### src/rtl/assert_macros.svh
// Assertion macros shared by the RTL. They expand to nothing in synthesis.
`ifndef ASSERT_MACROS_SVH
`define ASSERT_MACROS_SVH

`ifndef SYNTHESIS

`define CWAC_ASSERT(label, clk, rst, prop) \
   label: assert property (@(posedge clk) disable iff (rst) (prop)) \
      else $error("cwac assertion failed");

`define CWAC_ASSERT_NEXT(label, clk, rst, ante, cons) \
   label: assert property (@(posedge clk) disable iff (rst) (ante) |=> (cons)) \
      else $error("cwac assertion failed");

`else

`define CWAC_ASSERT(label, clk, rst, prop)

`define CWAC_ASSERT_NEXT(label, clk, rst, ante, cons)

`endif

`endif

### src/rtl/cwac_pkg.sv
`timescale 1ns / 1ps

package cwac_pkg;

   localparam int SUBJ_W  = 4;
   localparam int OBJ_W   = 4;
   localparam int FIRM_W  = 4;
   localparam int CLASS_W = 4;
   localparam int MASK_W  = 9;
   localparam int CSR_IDX_W  = 2;
   localparam int CSR_DATA_W = 64;

   localparam logic [FIRM_W-1:0]  NO_FIRM  = 4'd8;
   localparam logic [CLASS_W-1:0] NO_CLASS = 4'hF;

   localparam logic [63:0] OBJECT_FIRM_MAP_RESET = 64'hFFFF_FFFF_2221_1010;
   localparam logic [31:0] FIRM_CLASS_MAP_RESET  = 32'hFFFF_F100;

   typedef enum logic [1:0] {
      FUNC_READ  = 2'd0,
      FUNC_WRITE = 2'd1,
      FUNC_CLEAR = 2'd2,
      FUNC_NONE  = 2'd3
   } func_type;

   typedef enum logic [CSR_IDX_W-1:0] {
      CSR_OBJECT_FIRM_MAP = 2'd0,
      CSR_FIRM_CLASS_MAP  = 2'd1
   } csr_index_type;

   typedef logic [MASK_W-1:0] mask_type;

endpackage

### src/rtl/chinese_wall_access_check.sv
`timescale 1ns / 1ps
//  Channel   Direction  Handshake           Payload
//  req_      in         req_valid/req_stall req_func, req_subject_index, req_object_index
//  rsp_      out        rsp_valid/rsp_stall rsp_granted
//  csr_      in         csr_write_enable    csr_index, csr_write_data
//
// One request is taken every cycle while req_stall is low. The result register and
// the per-subject masks are loaded at the same edge, as the request leaves the
// input register, so the next request always sees the history of the one before.
// Reset clears all access history and loads the default firm and class maps.
// A stalled result holds its register, and req_stall rises while the input
// register holds a request that cannot move on.

module chinese_wall_access_check #(
   parameter int SUBJECTS = 16,
   parameter int OBJECTS  = 16,
   parameter int FIRMS    = 8
) (
   input  logic                                   clock,
   input  logic                                   reset,
   input  logic                                   req_valid,
   output logic                                   req_stall,
   input  logic [1:0]                             req_func,
   input  logic [cwac_pkg::SUBJ_W-1:0]            req_subject_index,
   input  logic [cwac_pkg::OBJ_W-1:0]             req_object_index,
   output logic                                   rsp_valid,
   input  logic                                   rsp_stall,
   output logic                                   rsp_granted,
   input  logic                                   csr_write_enable,
   input  logic [cwac_pkg::CSR_IDX_W-1:0]         csr_index,
   input  logic [cwac_pkg::CSR_DATA_W-1:0]        csr_write_data
);

`include "assert_macros.svh"

   localparam int SUBJ_SPAN = 1 << cwac_pkg::SUBJ_W;
   localparam int DEPTH     = (SUBJECTS < SUBJ_SPAN) ? SUBJECTS : SUBJ_SPAN;
   localparam int AW        = (DEPTH > 1) ? $clog2(DEPTH) : 1;
   localparam int MW        = cwac_pkg::MASK_W;
   localparam int CW        = cwac_pkg::CLASS_W;

   localparam logic [cwac_pkg::SUBJ_W+4:0] SUBJ_LIM = (cwac_pkg::SUBJ_W+5)'(SUBJECTS);
   localparam logic [cwac_pkg::OBJ_W:0]    OBJ_LIM  = (cwac_pkg::OBJ_W+1)'(OBJECTS);
   localparam logic [cwac_pkg::FIRM_W-1:0] FIRM_LIM = cwac_pkg::FIRM_W'(FIRMS);

   logic [63:0]                  object_firm_map_ff;
   logic [31:0]                  firm_class_map_ff;

   logic                         s1_valid_ff;
   logic [1:0]                   s1_func_ff;
   logic [cwac_pkg::SUBJ_W-1:0]  s1_subj_ff;
   logic [cwac_pkg::OBJ_W-1:0]   s1_obj_ff;

   logic                         rsp_valid_ff;
   logic                         rsp_granted_ff;

   cwac_pkg::mask_type           acc_ff [DEPTH];
   cwac_pkg::mask_type           rd_ff  [DEPTH];
   cwac_pkg::mask_type           acc_in [DEPTH];
   cwac_pkg::mask_type           rd_in  [DEPTH];

   logic                         advance;
   logic                         xfer;
   logic                         take_req;
   logic                         grant_in;
   logic                         subj_ok;
   logic                         obj_ok;
   logic [AW-1:0]                subj_idx;
   logic [cwac_pkg::FIRM_W-1:0]  raw_firm;
   logic [cwac_pkg::FIRM_W-1:0]  obj_firm;
   logic [CW-1:0]                obj_class;
   logic [CW*MW-1:0]             class_ext;
   logic [CW-1:0]                bit_class [MW];
   cwac_pkg::mask_type           cur_acc;
   cwac_pkg::mask_type           cur_rd;
   cwac_pkg::mask_type           firm_bit;
   logic                         class_seen;
   logic                         other_read;
   logic                         read_ok;
   logic                         is_read;
   logic                         is_write;
   logic                         is_clear;

   assign advance   = !rsp_valid_ff || !rsp_stall;
   assign xfer      = s1_valid_ff && advance;
   assign req_stall = s1_valid_ff && !advance;
   assign take_req  = req_valid && !req_stall;

   assign is_read  = (s1_func_ff == cwac_pkg::FUNC_READ);
   assign is_write = (s1_func_ff == cwac_pkg::FUNC_WRITE);
   assign is_clear = (s1_func_ff == cwac_pkg::FUNC_CLEAR);

   assign subj_idx = s1_subj_ff[AW-1:0];
   assign subj_ok  = {5'd0, s1_subj_ff} < SUBJ_LIM;
   assign obj_ok   = {1'b0, s1_obj_ff} < OBJ_LIM;
   assign raw_firm = object_firm_map_ff[{s1_obj_ff, 2'b00} +: cwac_pkg::FIRM_W];
   assign obj_firm = (obj_ok && (raw_firm < FIRM_LIM)) ? raw_firm : cwac_pkg::NO_FIRM;

   // The no-firm bit sits past the last real firm and always has no class.
   assign class_ext = {cwac_pkg::NO_CLASS, firm_class_map_ff};

   always_comb begin
      for (int f = 0; f < MW; f++) begin
         if (f < FIRMS) begin
            bit_class[f] = class_ext[CW*f +: CW];
         end else begin
            bit_class[f] = cwac_pkg::NO_CLASS;
         end
      end
   end

   assign obj_class = bit_class[obj_firm];
   assign cur_acc   = acc_ff[subj_idx];
   assign cur_rd    = rd_ff[subj_idx];
   assign firm_bit  = cwac_pkg::mask_type'(1) << obj_firm;

   always_comb begin
      class_seen = 1'b0;
      other_read = 1'b0;
      for (int f = 0; f < MW; f++) begin
         if (cur_acc[f] && (bit_class[f] == obj_class)) begin
            class_seen = 1'b1;
         end
         if (cur_rd[f] && (obj_firm != cwac_pkg::FIRM_W'(f)) && (bit_class[f] == obj_class)) begin
            other_read = 1'b1;
         end
      end
   end

   assign read_ok = !class_seen || cur_acc[obj_firm];

   always_comb begin
      grant_in = 1'b0;
      if (is_clear) begin
         grant_in = 1'b1;
      end else if ((is_read || is_write) && subj_ok) begin
         grant_in = read_ok && !(is_write && other_read);
      end
   end

   always_comb begin
      for (int s = 0; s < DEPTH; s++) begin
         acc_in[s] = acc_ff[s];
         rd_in[s]  = rd_ff[s];
      end
      if (xfer) begin
         if (is_clear) begin
            for (int s = 0; s < DEPTH; s++) begin
               acc_in[s] = '0;
               rd_in[s]  = '0;
            end
         end else if (grant_in) begin
            acc_in[subj_idx] = cur_acc | firm_bit;
            if (is_read) begin
               rd_in[subj_idx] = cur_rd | firm_bit;
            end
         end
      end
   end

   always_ff @(posedge clock) begin
      if (reset) begin
         object_firm_map_ff <= cwac_pkg::OBJECT_FIRM_MAP_RESET;
         firm_class_map_ff  <= cwac_pkg::FIRM_CLASS_MAP_RESET;
         s1_valid_ff        <= 1'b0;
         rsp_valid_ff       <= 1'b0;
         for (int s = 0; s < DEPTH; s++) begin
            acc_ff[s] <= '0;
            rd_ff[s]  <= '0;
         end
      end else begin
         if (csr_write_enable) begin
            case (csr_index)
               cwac_pkg::CSR_OBJECT_FIRM_MAP: object_firm_map_ff <= csr_write_data;
               cwac_pkg::CSR_FIRM_CLASS_MAP:  firm_class_map_ff  <= csr_write_data[31:0];
               default: ;
            endcase
         end
         if (take_req) begin
            s1_valid_ff <= 1'b1;
         end else if (advance) begin
            s1_valid_ff <= 1'b0;
         end
         if (advance) begin
            rsp_valid_ff <= s1_valid_ff;
         end
         for (int s = 0; s < DEPTH; s++) begin
            acc_ff[s] <= acc_in[s];
            rd_ff[s]  <= rd_in[s];
         end
      end
   end

   always_ff @(posedge clock) begin
      if (take_req) begin
         s1_func_ff <= req_func;
         s1_subj_ff <= req_subject_index;
         s1_obj_ff  <= req_object_index;
      end
      if (xfer) begin
         rsp_granted_ff <= grant_in;
      end
   end

   assign rsp_valid   = rsp_valid_ff;
   assign rsp_granted = rsp_granted_ff;

   `CWAC_ASSERT(a_stall_only_when_full, clock, reset, !req_stall || s1_valid_ff)
   `CWAC_ASSERT_NEXT(a_clear_granted, clock, reset, xfer && is_clear, rsp_valid_ff && rsp_granted_ff)
   `CWAC_ASSERT_NEXT(a_read_recorded, clock, reset, xfer && is_read && grant_in, rd_ff[$past(subj_idx)][$past(obj_firm)] && acc_ff[$past(subj_idx)][$past(obj_firm)])
   `CWAC_ASSERT_NEXT(a_result_drains, clock, reset, rsp_valid_ff && !rsp_stall && !xfer, !rsp_valid_ff)

endmodule
### config.mk
export PLATFORM = sky130hd
export DESIGN_NAME = chinese_wall_access_check
export DESIGN_NICKNAME = d
export VERILOG_FILES = /design/src/rtl/cwac_pkg.sv /design/src/rtl/chinese_wall_access_check.sv
export VERILOG_INCLUDE_DIRS = /design/src /design/src/rtl
export SDC_FILE = /design/constraint.sdc
export NUM_CORES = 1
export LEC_CHECK = 0
export BUFFER_PORTS_ARGS = -buffer_cell sky130_fd_sc_hd__buf_4
export CAP_MARGIN = 40
export CORE_MARGIN = 1.5
export CORE_UTILIZATION = 25
export CTS_BUF_LIST = sky130_fd_sc_hd__clkbuf_16
export CTS_CLUSTER_DIAMETER = 80
export CTS_CLUSTER_SIZE = 8
export DETAILED_ROUTE_END_ITERATION = 8
export GPL_ROUTABILITY_DRIVEN = 0
export SYNTH_ARGS = -nofsm -noshare
export SYNTH_HDL_FRONTEND = slang
export SYNTH_SLANG_ARGS = --single-unit
### constraint.sdc
create_clock -name clock -period 4.9 [get_ports clock]
set_clock_uncertainty 0.1 [all_clocks]
set_input_delay 0.98 -clock clock [delete_from_list [all_inputs] [get_ports clock]]
set_output_delay 0.98 -clock clock [all_outputs]
set_load 0.02 [all_outputs]
==> metrics.yaml <==
run_status:
  status: "complete, no violations"
worst_setup_path:
  cp-start-kind: "flop"
  r2r_start: "s1_obj_ff[1]"
  end_kind: "flop"
  worst_ep_required_time_ns: 5.25
  reg2reg_to: "acc_ff[0][0]"
  worstRegToRegCells: 19
  r2r_slack_ns: 0.13
  worstPathMaxFanout: 36
  worstPathArrival_ns: 5.12
  worstSetupPathType: "flop to flop"
power_and_ir_drop:
  pwr-share-clk: 0.439
  irDropWorstVdd_v: 0.0002796
  power_density_nw_per_um2: 355.1
  intPower_mw: 5.745
  power_mw: 7.785
  p_sw_mw: 2.041
  p_seq_frac: 0.435
  switching_share: 0.2621
  combPwrFrac: 0.126
  p_leak_nw: 7.735
layout:
  multi_input_area_um2: 9468
  drive_gt1_frac: 0.2283
  num_antenna_cells: 0
  syn_to_final_growth_pct: 20.05
  finalNetCount: 1830
  regArea_um2: 8145
  final_cell_area_um2: 21920
  fill_cells: 7313
  final_common_cell: "dfxtp_1"
  final_cell_mix: "dfxtp_1 (388), a32o_1 (288), nand2_1 (236)"
  final_cells: 2711
yosys:
  synth-simple-area-share: 0.1226
  synth_area_per_cell_um2: 10.93
  ys_async_sr_fraction: 0
  synthAdderAreaFrac: 0
  synth_top_family_by_area: "compound AO/OA/AOI/OAI gates"
  synth_mux_area_frac: 0.1372
  synth_xor_xnor_area_share: 0.006715
  synth-edff-count: 11
  yosysWarnings: 0
  ys_seq_area_frac: 0.4456
  netlist_area_um2: 18260
  synthDistinctLibCells: 72
  synth_ff_type: "dfxtp_1"
  netlist_instances: 1671
  synth_seq_cells: 401
  syn_nets: 1752
  synth_compound_area_frac: 0.2382
timing:
  max-slew-margin-rel: 0.3472
  hold_viol: 0
  worstMarginPinSlew_ns: 0.9791
  final.period_utilization: 0.9738
  setup_viol: 0
  setup_slack_ns: 0.1285
  period_needed_ns: 4.772
  drv_slew: 0
  maxClockFrequency_mhz: 209.6
  hold_ws_ns: 0.3527
drt:
  vias_per_cell: 5.594
  drtPass1Iterations: 6
  drc: 0
  ant_nets: 0
  via_count: 15165
  totalWireLength_um: 57030
  drtIter0Drc: 1499
  avgRoutedWirePerCell_um: 21.04
die:
  coreArea_um2: 71850
  rows: 98
  fp.dieW_um: 273.3
  ios: 84
  die_h_um: 273.3
  start_util: 0.2541
  die_area_um2: 74680
hold_path:
  holdPathStages: 2
  worstHoldEndpoint: "object_firm_map_ff[31]"
  min_path_type: "flop to flop"
  hp-start: "object_firm_map_ff[31]"
clocking:
  clk_latency_ns: 0.61
  clock_sinks: 401
  htreeDepth: 2
  cts_tree: "done"
  numCtsBuffers: 56
  postCtsHoldBufs: 0
  cts_max_path_buffers: 3
  cts-root-buf: "clkbuf_16"
  path_clk_slew_ns: 0.05
place:
  place_area_um2: 20020
  pre_cts_slack_ns: -0.04568
  hpwl_um: 39130
  numPortBuffers: 83
  placed_cells: 2627
global_route:
  grt_max_degree: 101
  grt_pass1_wl_um: 87130
  overflow: 0
  grtUsageTotal: 0.1466
  first_global_vias: 14918
  antenna_found_initial: 1
job:
  cap_viol_max_count: 0
==> how the worst max path moves through the flow <==
stage                  from             to  slack, ns  cells after the start
6_report       s1_obj_ff[1]   acc_ff[0][0]       0.13                     19
5_1_grt        s1_obj_ff[1]   acc_ff[5][5]      -0.04                     19
4_1_cts        s1_obj_ff[1]   acc_ff[5][0]     0.0009                     16
3_5_place_dp   s1_obj_ff[1]   acc_ff[5][0]      -0.05                     17
3_3_place_gp   s1_obj_ff[1]   rd_ff[15][8]       0.01                     16
2_1_floorplan          flop  acc_ff[11][0]       0.41                     13
==> power groups by stage <==
stage / Clock, mW / Combinational (mW) / Sequential, mW
6_report: 3.42 / 0.977 / 3.39
3_3_place_gp: 0 / 0.867 / 3.45
5_1_grt: 3.62 / 1.04 / 3.39
3_5_place_dp: 0 / 0.890 / 3.45
4_1_cts: 3.49 / 0.904 / 3.39
2_1_floorplan: 0 / 0.606 / 3.42
==> layout make-up <==
class | instances | share of cell area
Sequential cell | 401 | 0.3716
Clock buffer | 57 | 0.06506
Clock inverter | 13 | 0.004166
Timing Repair Buffer | 170 | 0.07003
Inverter | 18 | 0.003082
Tap cell | 950 | 0.05422
Multi-Input combinational cell | 1102 | 0.4319
==> flip-flops by register name, summed over array words and instances, names as in the netlist, named ones only <==
register            flops
acc_ff                144
firm_class_map_ff      32
object_firm_map_ff     64
rd_ff                 144
rsp_granted             1
rsp_valid               1
s1_func_ff              2
s1_obj_ff               4
s1_subj_ff              4
s1_valid_ff             1
==> synth_stat cells, types with 13 or more instances <==
library cell | n | area (um2)
a211o_1 | 13 | 113.9
a21oi_1 | 78 | 390.4
a22oi_1 | 13 | 97.59
a32o_1 | 288 | 2883
buf_1 | 29 | 108.9
buf_2 | 37 | 185.2
buf_6 | 25 | 281.5
clkbuf_1 | 55 | 206.5
dfxtp_1 | 390 | 7807
inv_1 | 17 | 63.81
mux2i_1 | 16 | 160.2
mux4_2 | 102 | 2297
nand2_1 | 236 | 885.9
nand3_1 | 18 | 90.09
nand3b_1 | 52 | 390.4
nor2_1 | 77 | 289.0
nor2b_1 | 13 | 81.33
nor3_1 | 24 | 120.1
==> worst max-delay path, cell delays in order, from the launching register on <==
cell      delay [ns]
edfxtp_1        0.40
buf_12          0.15
mux4_2          0.50
mux2i_2         0.23
buf_4           0.18
mux2_4          0.21
a22oi_1         0.10
o221a_2         0.37
a211oi_4        0.29
buf_4           0.18
xor2_1          0.25
nand4_1         0.13
o211ai_1        0.21
o31ai_4         0.15
buf_12          0.19
buf_12          0.15
and2_4          0.22
buf_12          0.14
buf_16          0.16
a32o_1          0.24
==> metrics by stage <==
step                      setup TNS (ns)    util
after floorplan                        0       -
after global placement                 0  0.2778
after detailed placement          -2.520  0.2786
after CTS                              0  0.3007
after global routing              -1.124  0.3051
final                                  0  0.3051
==> what timing repair did <==
action,CTS,global route
setup buffers,0,12
gates cloned,1,1
setup endpoints to repair,172,289
gates resized for setup,6,34
pin swaps,0,10
endpoints found under the hold margin,0,0
==> metal layers <==
metal / vias to the layer above / global-route usage / part of all wire
met5: - / 0 / 0.00023
met4: 2 / 0.05001 / 0.031
met3: 122 / 0.02684 / 0.072
met2: 631 / 0.2391 / 0.47
met1: 7657 / 0.1942 / 0.43
li1: 6753 / - / -
==> cells by family after synthesis <==
logic type,Yosys count
DFF,401
buffers and inverters,169
xor gates and xnor gates,14
and+or+nand+nor,475
AOI/OAI and AO/OA,490
muxes,122
Power figures use the tool's default switching activity.
